[src/rtl/core/mss_pkg.sv]
// shared types, constants and codes of the multichannel step sequencer
package mss_pkg;

   localparam int IO_CHANNELS       = 3;
   localparam int DEFAULT_CHANNELS  = 3;
   localparam int DEFAULT_MAX_STEPS = 16;

   localparam int STEP_W      = 4;
   localparam int STEPS_CFG_W = 5;
   localparam int CNT_W       = 8;
   localparam int RND_W       = 8;
   localparam int OP_W        = 4;
   localparam int MASK_W      = 3;
   localparam int RSEL_W      = 6;
   localparam int CSR_IDX_W   = 4;
   localparam int CSR_DATA_W  = 8;
   localparam int ITER_W      = $clog2(RND_W);

   localparam logic [STEPS_CFG_W-1:0] STEPS_RESET  = 5'd16;
   localparam logic [CNT_W-1:0]       DIVIDE_RESET = 8'd1;
   localparam logic [MASK_W-1:0]      RMODE_RESET  = 3'd0;
   localparam logic [RSEL_W-1:0]      RSEL_RESET   = 6'd48;
   localparam logic [1:0]             RST_OFF      = 2'd3;
   localparam logic [STEP_W-1:0]      STEP_MASK    = 4'hf;

   localparam logic [CSR_IDX_W-1:0] CSR_STEPS_A  = 4'd0;
   localparam logic [CSR_IDX_W-1:0] CSR_STEPS_B  = 4'd1;
   localparam logic [CSR_IDX_W-1:0] CSR_STEPS_C  = 4'd2;
   localparam logic [CSR_IDX_W-1:0] CSR_DIVIDE_A = 4'd3;
   localparam logic [CSR_IDX_W-1:0] CSR_DIVIDE_B = 4'd4;
   localparam logic [CSR_IDX_W-1:0] CSR_DIVIDE_C = 4'd5;
   localparam logic [CSR_IDX_W-1:0] CSR_RMODE    = 4'd6;
   localparam logic [CSR_IDX_W-1:0] CSR_RSEL     = 4'd7;

   typedef enum logic [OP_W-1:0] {
      OP_CLOCK      = 4'd0,
      OP_RESET_EDGE = 4'd1,
      OP_RUN        = 4'd2,
      OP_STOP       = 4'd3,
      OP_RESET_CMD  = 4'd4,
      OP_FORWARD    = 4'd5,
      OP_REVERSE    = 4'd6,
      OP_CLAMP      = 4'd7,
      OP_INIT       = 4'd8
   } op_type;

   typedef enum logic [1:0] {
      ST_IDLE,
      ST_CALC,
      ST_FINISH
   } state_type;

   typedef struct packed {
      logic [STEPS_CFG_W-1:0] steps;
      logic [CNT_W-1:0]       divide;
      logic                   random_mode;
   } lane_cfg_type;

   typedef struct packed {
      logic   start;
      op_type op;
      logic   running;
      logic   shift;
      logic   commit;
   } lane_ctrl_type;

endpackage

[src/rtl/core/mss_lane.sv]
// one sequencer channel: divider count, step register and serial modulo unit
module mss_lane
   import mss_pkg::*;
#(
   parameter int MAX_STEPS = DEFAULT_MAX_STEPS
) (
   input  logic                clock,
   input  logic                reset,
   input  lane_ctrl_type       ctrl,
   input  lane_cfg_type        cfg,
   input  logic [RND_W-1:0]    random_byte,
   output logic [STEP_W-1:0]   step,
   output logic                trig
);

   logic [STEP_W-1:0]      step_ff, step_in;
   logic [CNT_W-1:0]       count_ff, count_in;
   logic                   trig_ff, trig_in;
   logic                   use_mod_ff, use_mod_in;
   logic [STEP_W-1:0]      rem_ff, rem_in;
   logic [RND_W-1:0]       dvd_ff, dvd_in;

   logic [STEPS_CFG_W-1:0] s_eff;
   logic [STEPS_CFG_W-1:0] s_last;
   logic [STEPS_CFG_W-1:0] step_inc;
   logic [CNT_W-1:0]       count_inc;
   logic [STEP_W:0]        trial;

   always_comb begin
      if (cfg.steps == '0) begin
         s_eff = STEPS_CFG_W'(1);
      end else if (cfg.steps > STEPS_CFG_W'(MAX_STEPS)) begin
         s_eff = STEPS_CFG_W'(MAX_STEPS);
      end else begin
         s_eff = cfg.steps;
      end
      s_last    = s_eff - STEPS_CFG_W'(1);
      step_inc  = {1'b0, step_ff} + STEPS_CFG_W'(1);
      count_inc = count_ff + CNT_W'(1);
      trial     = {rem_ff, dvd_ff[RND_W-1]};
   end

   always_comb begin
      step_in    = step_ff;
      count_in   = count_ff;
      trig_in    = trig_ff;
      use_mod_in = use_mod_ff;
      rem_in     = rem_ff;
      dvd_in     = dvd_ff;
      if (ctrl.start) begin
         trig_in    = 1'b0;
         use_mod_in = 1'b0;
         rem_in     = '0;
         case (ctrl.op)
            OP_CLOCK: begin
               if (ctrl.running) begin
                  if (count_inc == cfg.divide) begin
                     count_in   = '0;
                     trig_in    = 1'b1;
                     use_mod_in = 1'b1;
                     dvd_in     = cfg.random_mode ? random_byte : RND_W'(step_inc);
                  end else begin
                     count_in = count_inc;
                  end
               end
            end
            OP_FORWARD: begin
               use_mod_in = 1'b1;
               dvd_in     = RND_W'(step_inc);
            end
            OP_RESET_EDGE, OP_RESET_CMD, OP_INIT: begin
               step_in  = '0;
               count_in = '0;
            end
            OP_REVERSE: begin
               step_in = (step_ff != '0) ? step_ff - STEP_W'(1) : s_last[STEP_W-1:0];
            end
            OP_CLAMP: begin
               if ({1'b0, step_ff} >= s_eff) begin
                  step_in = s_last[STEP_W-1:0];
               end
            end
            default: begin
            end
         endcase
      end else if (ctrl.shift) begin
         // restoring remainder, one dividend bit per cycle
         rem_in = (trial >= s_eff) ? STEP_W'(trial - s_eff) : trial[STEP_W-1:0];
         dvd_in = {dvd_ff[RND_W-2:0], 1'b0};
      end
      if (ctrl.commit && use_mod_ff) begin
         step_in = rem_in;
      end
   end

   always_ff @(posedge clock) begin
      if (reset) begin
         step_ff    <= '0;
         count_ff   <= '0;
         trig_ff    <= 1'b0;
         use_mod_ff <= 1'b0;
      end else begin
         step_ff    <= step_in;
         count_ff   <= count_in;
         trig_ff    <= trig_in;
         use_mod_ff <= use_mod_in;
      end
      rem_ff <= rem_in;
      dvd_ff <= dvd_in;
   end

   assign step = step_ff;
   assign trig = trig_ff;

endmodule

[src/rtl/core/mss_merge.sv]
// merges lane steps and triggers into the result fields and reset output match
module mss_merge
   import mss_pkg::*;
#(
   parameter int CHANNELS = DEFAULT_CHANNELS
) (
   input  logic [CHANNELS-1:0][STEP_W-1:0] steps,
   input  logic [CHANNELS-1:0]             trigs,
   input  logic [RSEL_W-1:0]               rsel,
   output logic [STEP_W-1:0]               step_a,
   output logic [STEP_W-1:0]               step_b,
   output logic [STEP_W-1:0]               step_c,
   output logic [MASK_W-1:0]               trig_mask,
   output logic                            rst_match
);

   logic [1:0] sel_ch;

   assign sel_ch = rsel[RSEL_W-1:STEP_W];

   always_comb begin
      rst_match = 1'b0;
      trig_mask = '0;
      for (int i = 0; i < CHANNELS; i++) begin
         if (i < IO_CHANNELS) begin
            trig_mask[i % MASK_W] = trigs[i];
            if (sel_ch != RST_OFF && sel_ch == 2'(i)
                && steps[i] == (rsel[STEP_W-1:0] & STEP_MASK)) begin
               rst_match = 1'b1;
            end
         end
      end
   end

   assign step_a = steps[0] & STEP_MASK;

   if (CHANNELS > 1) begin : g_b
      assign step_b = steps[1] & STEP_MASK;
   end else begin : g_no_b
      assign step_b = '0;
   end

   if (CHANNELS > 2) begin : g_c
      assign step_c = steps[2] & STEP_MASK;
   end else begin : g_no_c
      assign step_c = '0;
   end

endmodule

[src/rtl/core/multichannel_step_sequencer.sv]
// top level of the multichannel step sequencer: control, registers, lanes, result
//
//   port group   direction   handshake            payload
//   req_         in          req_valid/req_ready  operation, random_a..c
//   rsp_         out         rsp_valid/rsp_ready  step_out_a..c, trigger_mask, reset_out,
//                                                 advanced, running
//   csr_         in          csr_write            csr_index, csr_wdata
//
// every beat goes through accept, the bit-serial modulo in each lane (one random
// byte bit per cycle), then the merge into the result register
// one beat at a time; the next beat is taken while the previous result waits
// a stalled rsp_ready holds the finished result in the merge cycle
// synchronous reset clears steps, counts and run state and sets the CSRs to their reset values
module multichannel_step_sequencer
   import mss_pkg::*;
#(
   parameter int CHANNELS  = DEFAULT_CHANNELS,
   parameter int MAX_STEPS = DEFAULT_MAX_STEPS
) (
   input  logic                  clock,
   input  logic                  reset,
   input  logic                  req_valid,
   output logic                  req_ready,
   input  logic [OP_W-1:0]       req_operation,
   input  logic [RND_W-1:0]      req_random_a,
   input  logic [RND_W-1:0]      req_random_b,
   input  logic [RND_W-1:0]      req_random_c,
   output logic                  rsp_valid,
   input  logic                  rsp_ready,
   output logic [STEP_W-1:0]     rsp_step_out_a,
   output logic [STEP_W-1:0]     rsp_step_out_b,
   output logic [STEP_W-1:0]     rsp_step_out_c,
   output logic [MASK_W-1:0]     rsp_trigger_mask,
   output logic                  rsp_reset_out,
   output logic                  rsp_advanced,
   output logic                  rsp_running,
   input  logic                  csr_write,
   input  logic [CSR_IDX_W-1:0]  csr_index,
   input  logic [CSR_DATA_W-1:0] csr_wdata
);

   state_type                         state_ff, state_in;
   logic [ITER_W-1:0]                 iter_ff, iter_in;
   op_type                            op_ff, op_in;
   logic                              run_ff, run_in;
   logic                              adv_ff, adv_in;

   logic [IO_CHANNELS-1:0][STEPS_CFG_W-1:0] steps_cfg_ff;
   logic [IO_CHANNELS-1:0][CNT_W-1:0]       divide_cfg_ff;
   logic [MASK_W-1:0]                       rmode_ff;
   logic [RSEL_W-1:0]                       rsel_ff;

   logic                  rsp_valid_ff, rsp_valid_in;
   logic [STEP_W-1:0]     step_a_ff, step_b_ff, step_c_ff;
   logic [MASK_W-1:0]     trig_mask_ff;
   logic                  rst_out_ff, adv_out_ff, run_out_ff;

   logic                  accept;
   logic                  load;
   lane_ctrl_type         ctrl;

   logic [CHANNELS-1:0][STEP_W-1:0] lane_steps;
   logic [CHANNELS-1:0]             lane_trigs;
   logic [STEP_W-1:0]               m_step_a, m_step_b, m_step_c;
   logic [MASK_W-1:0]               m_trig_mask;
   logic                            m_rst;

   assign accept = req_valid && req_ready;

   // next state
   always_comb begin
      state_in = state_ff;
      iter_in  = iter_ff;
      case (state_ff)
         ST_IDLE: begin
            if (accept) begin
               state_in = ST_CALC;
               iter_in  = '0;
            end
         end
         ST_CALC: begin
            iter_in = iter_ff + ITER_W'(1);
            if (iter_ff == ITER_W'(RND_W - 1)) begin
               state_in = ST_FINISH;
            end
         end
         ST_FINISH: begin
            if (!rsp_valid_ff || rsp_ready) begin
               state_in = ST_IDLE;
            end
         end
         default: begin
            state_in = ST_IDLE;
         end
      endcase
   end

   // outputs of the control
   always_comb begin
      req_ready    = 1'b0;
      load         = 1'b0;
      ctrl.shift   = 1'b0;
      ctrl.commit  = 1'b0;
      case (state_ff)
         ST_IDLE: begin
            req_ready = 1'b1;
         end
         ST_CALC: begin
            ctrl.shift  = 1'b1;
            ctrl.commit = (iter_ff == ITER_W'(RND_W - 1));
         end
         ST_FINISH: begin
            load = !rsp_valid_ff || rsp_ready;
         end
         default: begin
         end
      endcase
      ctrl.start   = accept;
      ctrl.op      = op_type'(req_operation);
      ctrl.running = run_ff;
   end

   always_comb begin
      op_in  = op_ff;
      run_in = run_ff;
      adv_in = adv_ff;
      if (accept) begin
         op_in  = op_type'(req_operation);
         adv_in = 1'b0;
         case (op_type'(req_operation))
            OP_CLOCK: adv_in = run_ff;
            OP_RUN:   run_in = 1'b1;
            OP_STOP:  run_in = 1'b0;
            OP_INIT:  run_in = 1'b0;
            default: begin
            end
         endcase
      end
      rsp_valid_in = load || (rsp_valid_ff && !rsp_ready);
   end

   always_ff @(posedge clock) begin
      if (reset) begin
         state_ff      <= ST_IDLE;
         iter_ff       <= '0;
         op_ff         <= OP_CLOCK;
         run_ff        <= 1'b0;
         adv_ff        <= 1'b0;
         rsp_valid_ff  <= 1'b0;
         steps_cfg_ff  <= {IO_CHANNELS{STEPS_RESET}};
         divide_cfg_ff <= {IO_CHANNELS{DIVIDE_RESET}};
         rmode_ff      <= RMODE_RESET;
         rsel_ff       <= RSEL_RESET;
      end else begin
         state_ff     <= state_in;
         iter_ff      <= iter_in;
         op_ff        <= op_in;
         run_ff       <= run_in;
         adv_ff       <= adv_in;
         rsp_valid_ff <= rsp_valid_in;
         if (csr_write) begin
            case (csr_index)
               CSR_STEPS_A:  steps_cfg_ff[0]  <= csr_wdata[STEPS_CFG_W-1:0];
               CSR_STEPS_B:  steps_cfg_ff[1]  <= csr_wdata[STEPS_CFG_W-1:0];
               CSR_STEPS_C:  steps_cfg_ff[2]  <= csr_wdata[STEPS_CFG_W-1:0];
               CSR_DIVIDE_A: divide_cfg_ff[0] <= csr_wdata[CNT_W-1:0];
               CSR_DIVIDE_B: divide_cfg_ff[1] <= csr_wdata[CNT_W-1:0];
               CSR_DIVIDE_C: divide_cfg_ff[2] <= csr_wdata[CNT_W-1:0];
               CSR_RMODE:    rmode_ff         <= csr_wdata[MASK_W-1:0];
               CSR_RSEL:     rsel_ff          <= csr_wdata[RSEL_W-1:0];
               default: begin
               end
            endcase
         end
      end
   end

   for (genvar i = 0; i < CHANNELS; i++) begin : g_lane
      lane_cfg_type     cfg;
      logic [RND_W-1:0] rnd;

      if (i == 0) begin : g_io
         assign cfg = '{steps: steps_cfg_ff[0], divide: divide_cfg_ff[0],
                        random_mode: rmode_ff[0]};
         assign rnd = req_random_a;
      end else if (i == 1) begin : g_io
         assign cfg = '{steps: steps_cfg_ff[1], divide: divide_cfg_ff[1],
                        random_mode: rmode_ff[1]};
         assign rnd = req_random_b;
      end else if (i == 2) begin : g_io
         assign cfg = '{steps: steps_cfg_ff[2], divide: divide_cfg_ff[2],
                        random_mode: rmode_ff[2]};
         assign rnd = req_random_c;
      end else begin : g_io
         // channels without ports keep their reset setup
         assign cfg = '{steps: STEPS_RESET, divide: DIVIDE_RESET, random_mode: 1'b0};
         assign rnd = '0;
      end

      mss_lane #(
         .MAX_STEPS(MAX_STEPS)
      ) u_lane (
         .clock       (clock),
         .reset       (reset),
         .ctrl        (ctrl),
         .cfg         (cfg),
         .random_byte (rnd),
         .step        (lane_steps[i]),
         .trig        (lane_trigs[i])
      );
   end

   mss_merge #(
      .CHANNELS(CHANNELS)
   ) u_merge (
      .steps     (lane_steps),
      .trigs     (lane_trigs),
      .rsel      (rsel_ff),
      .step_a    (m_step_a),
      .step_b    (m_step_b),
      .step_c    (m_step_c),
      .trig_mask (m_trig_mask),
      .rst_match (m_rst)
   );

   always_ff @(posedge clock) begin
      if (load) begin
         step_a_ff    <= m_step_a;
         step_b_ff    <= m_step_b;
         step_c_ff    <= m_step_c;
         trig_mask_ff <= (op_ff == OP_CLOCK) ? m_trig_mask : '0;
         rst_out_ff   <= m_rst;
         adv_out_ff   <= adv_ff;
         run_out_ff   <= run_ff;
      end
   end

   assign rsp_valid        = rsp_valid_ff;
   assign rsp_step_out_a   = step_a_ff;
   assign rsp_step_out_b   = step_b_ff;
   assign rsp_step_out_c   = step_c_ff;
   assign rsp_trigger_mask = trig_mask_ff;
   assign rsp_reset_out    = rst_out_ff;
   assign rsp_advanced     = adv_out_ff;
   assign rsp_running      = run_out_ff;

endmodule
[config.mk]
export PLATFORM = sky130hd
export DESIGN_NAME = multichannel_step_sequencer
export DESIGN_NICKNAME = d
export VERILOG_FILES = /design/src/rtl/core/mss_pkg.sv /design/src/rtl/core/mss_lane.sv /design/src/rtl/core/mss_merge.sv /design/src/rtl/core/multichannel_step_sequencer.sv
export SDC_FILE = /design/constraint.sdc
export NUM_CORES = 1
export LEC_CHECK = 0
export BUFFER_PORTS_ARGS = -buffer_cell sky130_fd_sc_hd__buf_2
export CAP_MARGIN = 20
export CORE_UTILIZATION = 50
export DETAILED_ROUTE_END_ITERATION = 6
export PLACE_DENSITY = 0.79
export SETUP_SLACK_MARGIN = 0.05
export SLEW_MARGIN = 20
export SYNTH_ARGS = -nofsm -noshare
export SYNTH_HDL_FRONTEND = slang
export SYNTH_HIERARCHICAL = 1
export SYNTH_SLANG_ARGS = --single-unit
[constraint.sdc]
create_clock -name clock -period 3.6 [get_ports clock]
set_input_delay 0.18 -clock clock [delete_from_list [all_inputs] [get_ports clock]]
set_output_delay 0.18 -clock clock [all_outputs]
set_load 0.005 [all_outputs]
==> results.md <==
* # port buffers at 64
* CP Capture Type: flip-flop
* Combinational power share at 0.111
* Worst Hold Path Cells at 3
* Pin count of the biggest net entering global routing at 55
* Nets at 1185
* Psw at 1060 uW
* Fmax at 0.330 GHz
* CP max stage delay at 510 ps
* Drt total wl at 22.1 mm
* Period utilization at 0.842
* Global route overflow at 0
* Die area at 19300 um^2
* Crit path max-delay family: simple AND/OR/NAND/NOR gates
* Post-synthesis net count at 1172
* Mapped cell area at 9390 um^2
* Post-Place Setup Slack at 627 ps
* Sw Share at 0.250
* Vias in the first global route at 7281
* Yosys cell types at 85
* Htree depth at 4
* Chip Width at 139 um
* Clock Sinks at 156
* Final HPWL DP at 15.4 mm
* Buf+Inv Stages, Crit Path at 0
* Worst hold path class: input pin to flip-flop
* Seq cells post-synth at 156
* CP startpoint kind: flip-flop
* Cell Pwr Density at 414 nW/um^2
* CTS tree: built
* Fin crit period at 3030 ps
* Worst setup margin at 568 ps
* Initial antenna violation count at 0
* Worst Setup Path Type: flip-flop to flip-flop
* Max Root-Sink Buffers at 2
* First-pass GRT wire length at 36.3 mm
* Setup bufs post-CTS at 0
* Area of the core at 18200 um^2
* Area occupied by registers at 3540 um^2
* Headroom to the max-slew limit at 0.361
* Clock Power Share at 0.439
* Clock Pin Slew Worst Setup and Hold Paths at 60 ps
* RSZ-0062 raised after global routing: no
* Outcome: finished with violations
* Post-Syn Instances at 1086
* ANT cells at 0
* Share of layout cells above drive strength 1 at 0.134
* Die height at 139 um
* CTS root buf: clkbuf_16
* Worst skew pair latency at 430 ps
* Remaining DRCs at 6
* Fill cell count at 1558
* Final setup viols at 0
* DR vias/cell at 6.00
* Ys flop type: dfxtp_1
* Worst endpoint required time at 3670 ps
* CP max FO at 8
* GP Congestion at 0.892
* CTS hold repair buffers at 0
* Max-Cap Viols at 0
* Share of power burned in registers at 0.450
* Tot GR Track Use at 0.233
* # IOs at 65
* Initial DRT Pass Iterations at 7
* Reg2reg path depth at 8
* FFs w/ async S/R, synth at 0
* Total negative slack at 0 ps
* Register area share after synthesis at 0.377
* Multi-input logic area at 5270 um^2
* P_int at 3180 uW
* Violated checks: design-rule violations
* Worst Skew at 8.09 ps
* Antenna-violating nets left at 0
* Initial Utilization at 0.515
* Slew Limit Fails at 0
* Row cnt at 49
* Cell count along the critical path at 8
* Tightest Pin Transition at 954 ps
* Critical-path cell list: ha_1 -> nand3_1 -> or2_2 -> o21ai_0 -> o311a_1 -> nand2_1 -> o211a_1 -> nor2_1
* Static leakage power at 0.00383 uW
* Fin. Hold Viols at 0
* Layout area overhead at 9.29%
* DR iter-0 viols at 699
* WL/cell at 16.5 um
* Syn Area/Cell at 8.64 um^2
* Via count at 8051
* Post-synth EDFFs at 42
* Number of buffers created by CTS at 17
* Critical path's slowest cell: nor2_1
* Worst EP arrival at 3100 ps
* CTS resizes at 0
* Warnings, synthesis at 6
* Highest ir drop seen on vdd at 0.346 mV
## area by class of cell
class / count / area share
Multi-Input combinational cell: 812 / 0.514
Sequential cell: 156 / 0.345
Clock buffer: 20 / 0.0445
Timing Repair Buffer: 71 / 0.0366
Tap cell: 229 / 0.0279
Inverter: 41 / 0.0162
Clock inverter: 12 / 0.0155
## worst min-delay path: stages
cell	delay [ps]
buf_2	130
nand3_1	60
a21oi_1	50
## state kept, by name, summed over array words and instances (netlist names), 6 cells and up
signal	count
divide_cfg_ff	24
g_lane.cfg	15
g_lane.u_lane/count_ff	24
g_lane.u_lane/dvd_ff	24
g_lane.u_lane/rem_ff	12
g_lane.u_lane/step	12
rsel_ff	6
## power by group through the flow
stage | sequential, uW | combinational (uW) | clock (uW)
6_report | 1910 | 471 | 1860
5_1_grt | 1920 | 524 | 1950
4_1_cts | 1910 | 466 | 1880
3_5_place_dp | 1950 | 463 | 0
3_3_place_gp | 1950 | 454 | 0
2_1_floorplan | 1930 | 353 | 0
## cell usage after synthesis (4+ instances only)
| master | count | area [um^2] |
|---|---|---|
| dfxtp_1 | 114 | 2280 |
| a21oi_1 | 104 | 521 |
| nor2_1 | 85 | 319 |
| nand2_1 | 82 | 308 |
| nand3_1 | 78 | 390 |
| o21ai_0 | 74 | 370 |
| edfxtp_1 | 42 | 1260 |
| inv_1 | 40 | 150 |
| ha_1 | 38 | 475 |
| clkbuf_1 | 35 | 131 |
| xnor2_1 | 32 | 280 |
| buf_4 | 20 | 150 |
| xor2_1 | 19 | 166 |
| mux2i_1 | 18 | 180 |
| nand2b_1 | 17 | 106 |
| buf_2 | 16 | 80.1 |
| nor3_1 | 16 | 80.1 |
| a21o_1 | 15 | 113 |
| mux2_2 | 14 | 158 |
| nand3b_1 | 14 | 105 |
| nor2b_1 | 13 | 81.3 |
| nand4_1 | 11 | 68.8 |
| o21ai_1 | 11 | 55.1 |
| o2bb2ai_1 | 11 | 96.3 |
| a31oi_1 | 10 | 62.6 |
| o22ai_1 | 10 | 62.6 |
| or3_1 | 10 | 62.6 |
| a22o_1 | 9 | 78.8 |
| a211oi_1 | 7 | 52.6 |
| and2_1 | 7 | 43.8 |
| nor3b_1 | 7 | 52.6 |
| o211ai_1 | 7 | 52.6 |
| o31ai_1 | 6 | 45.0 |
| nor4_1 | 4 | 25.0 |
## worst paths after layout
| check | endpoint | slack [ps] | startpoint |
|---|---|---|---|
| max | g_lane[2].u_lane/dvd_ff[2] | 570 | g_lane[2].u_lane/count_ff[0] |
| min reg2reg | rsp_advanced | 450 | adv_ff |
| min | divide_cfg_ff[6] | 40 | csr_wdata[6] |
| max reg2reg | g_lane[2].u_lane/dvd_ff[2] | 570 | g_lane[2].u_lane/count_ff[0] |
## cell usage in the layout (no fill, tap or decap), types with 8 or more instances in the layout
cell and n:
xor2_1 19, o22ai_1 10, mux2i_1 18, buf_4 8
o21ai_1 11, buf_2 63, nand2_1 82, nor2_1 85
dfxtp_1 114, a21oi_1 104, nor2b_1 12, a22o_1 9
o21ai_0 74, inv_1 40, ha_1 38, clkbuf_16 17
xnor2_1 32, nand2b_1 17, or3_1 10, edfxtp_1 42
nor3_1 16, a21o_1 15, nand3b_1 14, nand4_1 11
mux2_2 14, nand3_1 78, a31oi_1 10, o2bb2ai_1 11
## cell families (layout without fill, tap and decap cells)
family	Yosys count	after routing	synth area share
mux	32	32	0.0360
simple gates	377	377	0.207
fa+ha+maj	43	43	0.0592
xor+xnor	51	51	0.0476
compound gates	309	309	0.212
buf+inv	118	144	0.0612
flops	156	156	0.377
## per-stage QoR
stage               utilization  power (uW)  std cells  hold WS (ps)  cell area [um^2]
global placement          0.529        2400       1309           423              9640
finish                    0.563        4240       1341          38.1             10300
global route              0.563        4390       1341          33.7             10300
detailed placement        0.529        2410       1309           426              9640
floorplan                     -        2290       1086           316              9390
CTS                       0.563        4260       1341          25.4             10300
## metal layers
layer  GRT usage  share of wire
met1       0.320           0.45
met2       0.364           0.46
met3      0.0387          0.064
met4      0.0936          0.018
met5           0              0
(Power assumes the default switching activity.)
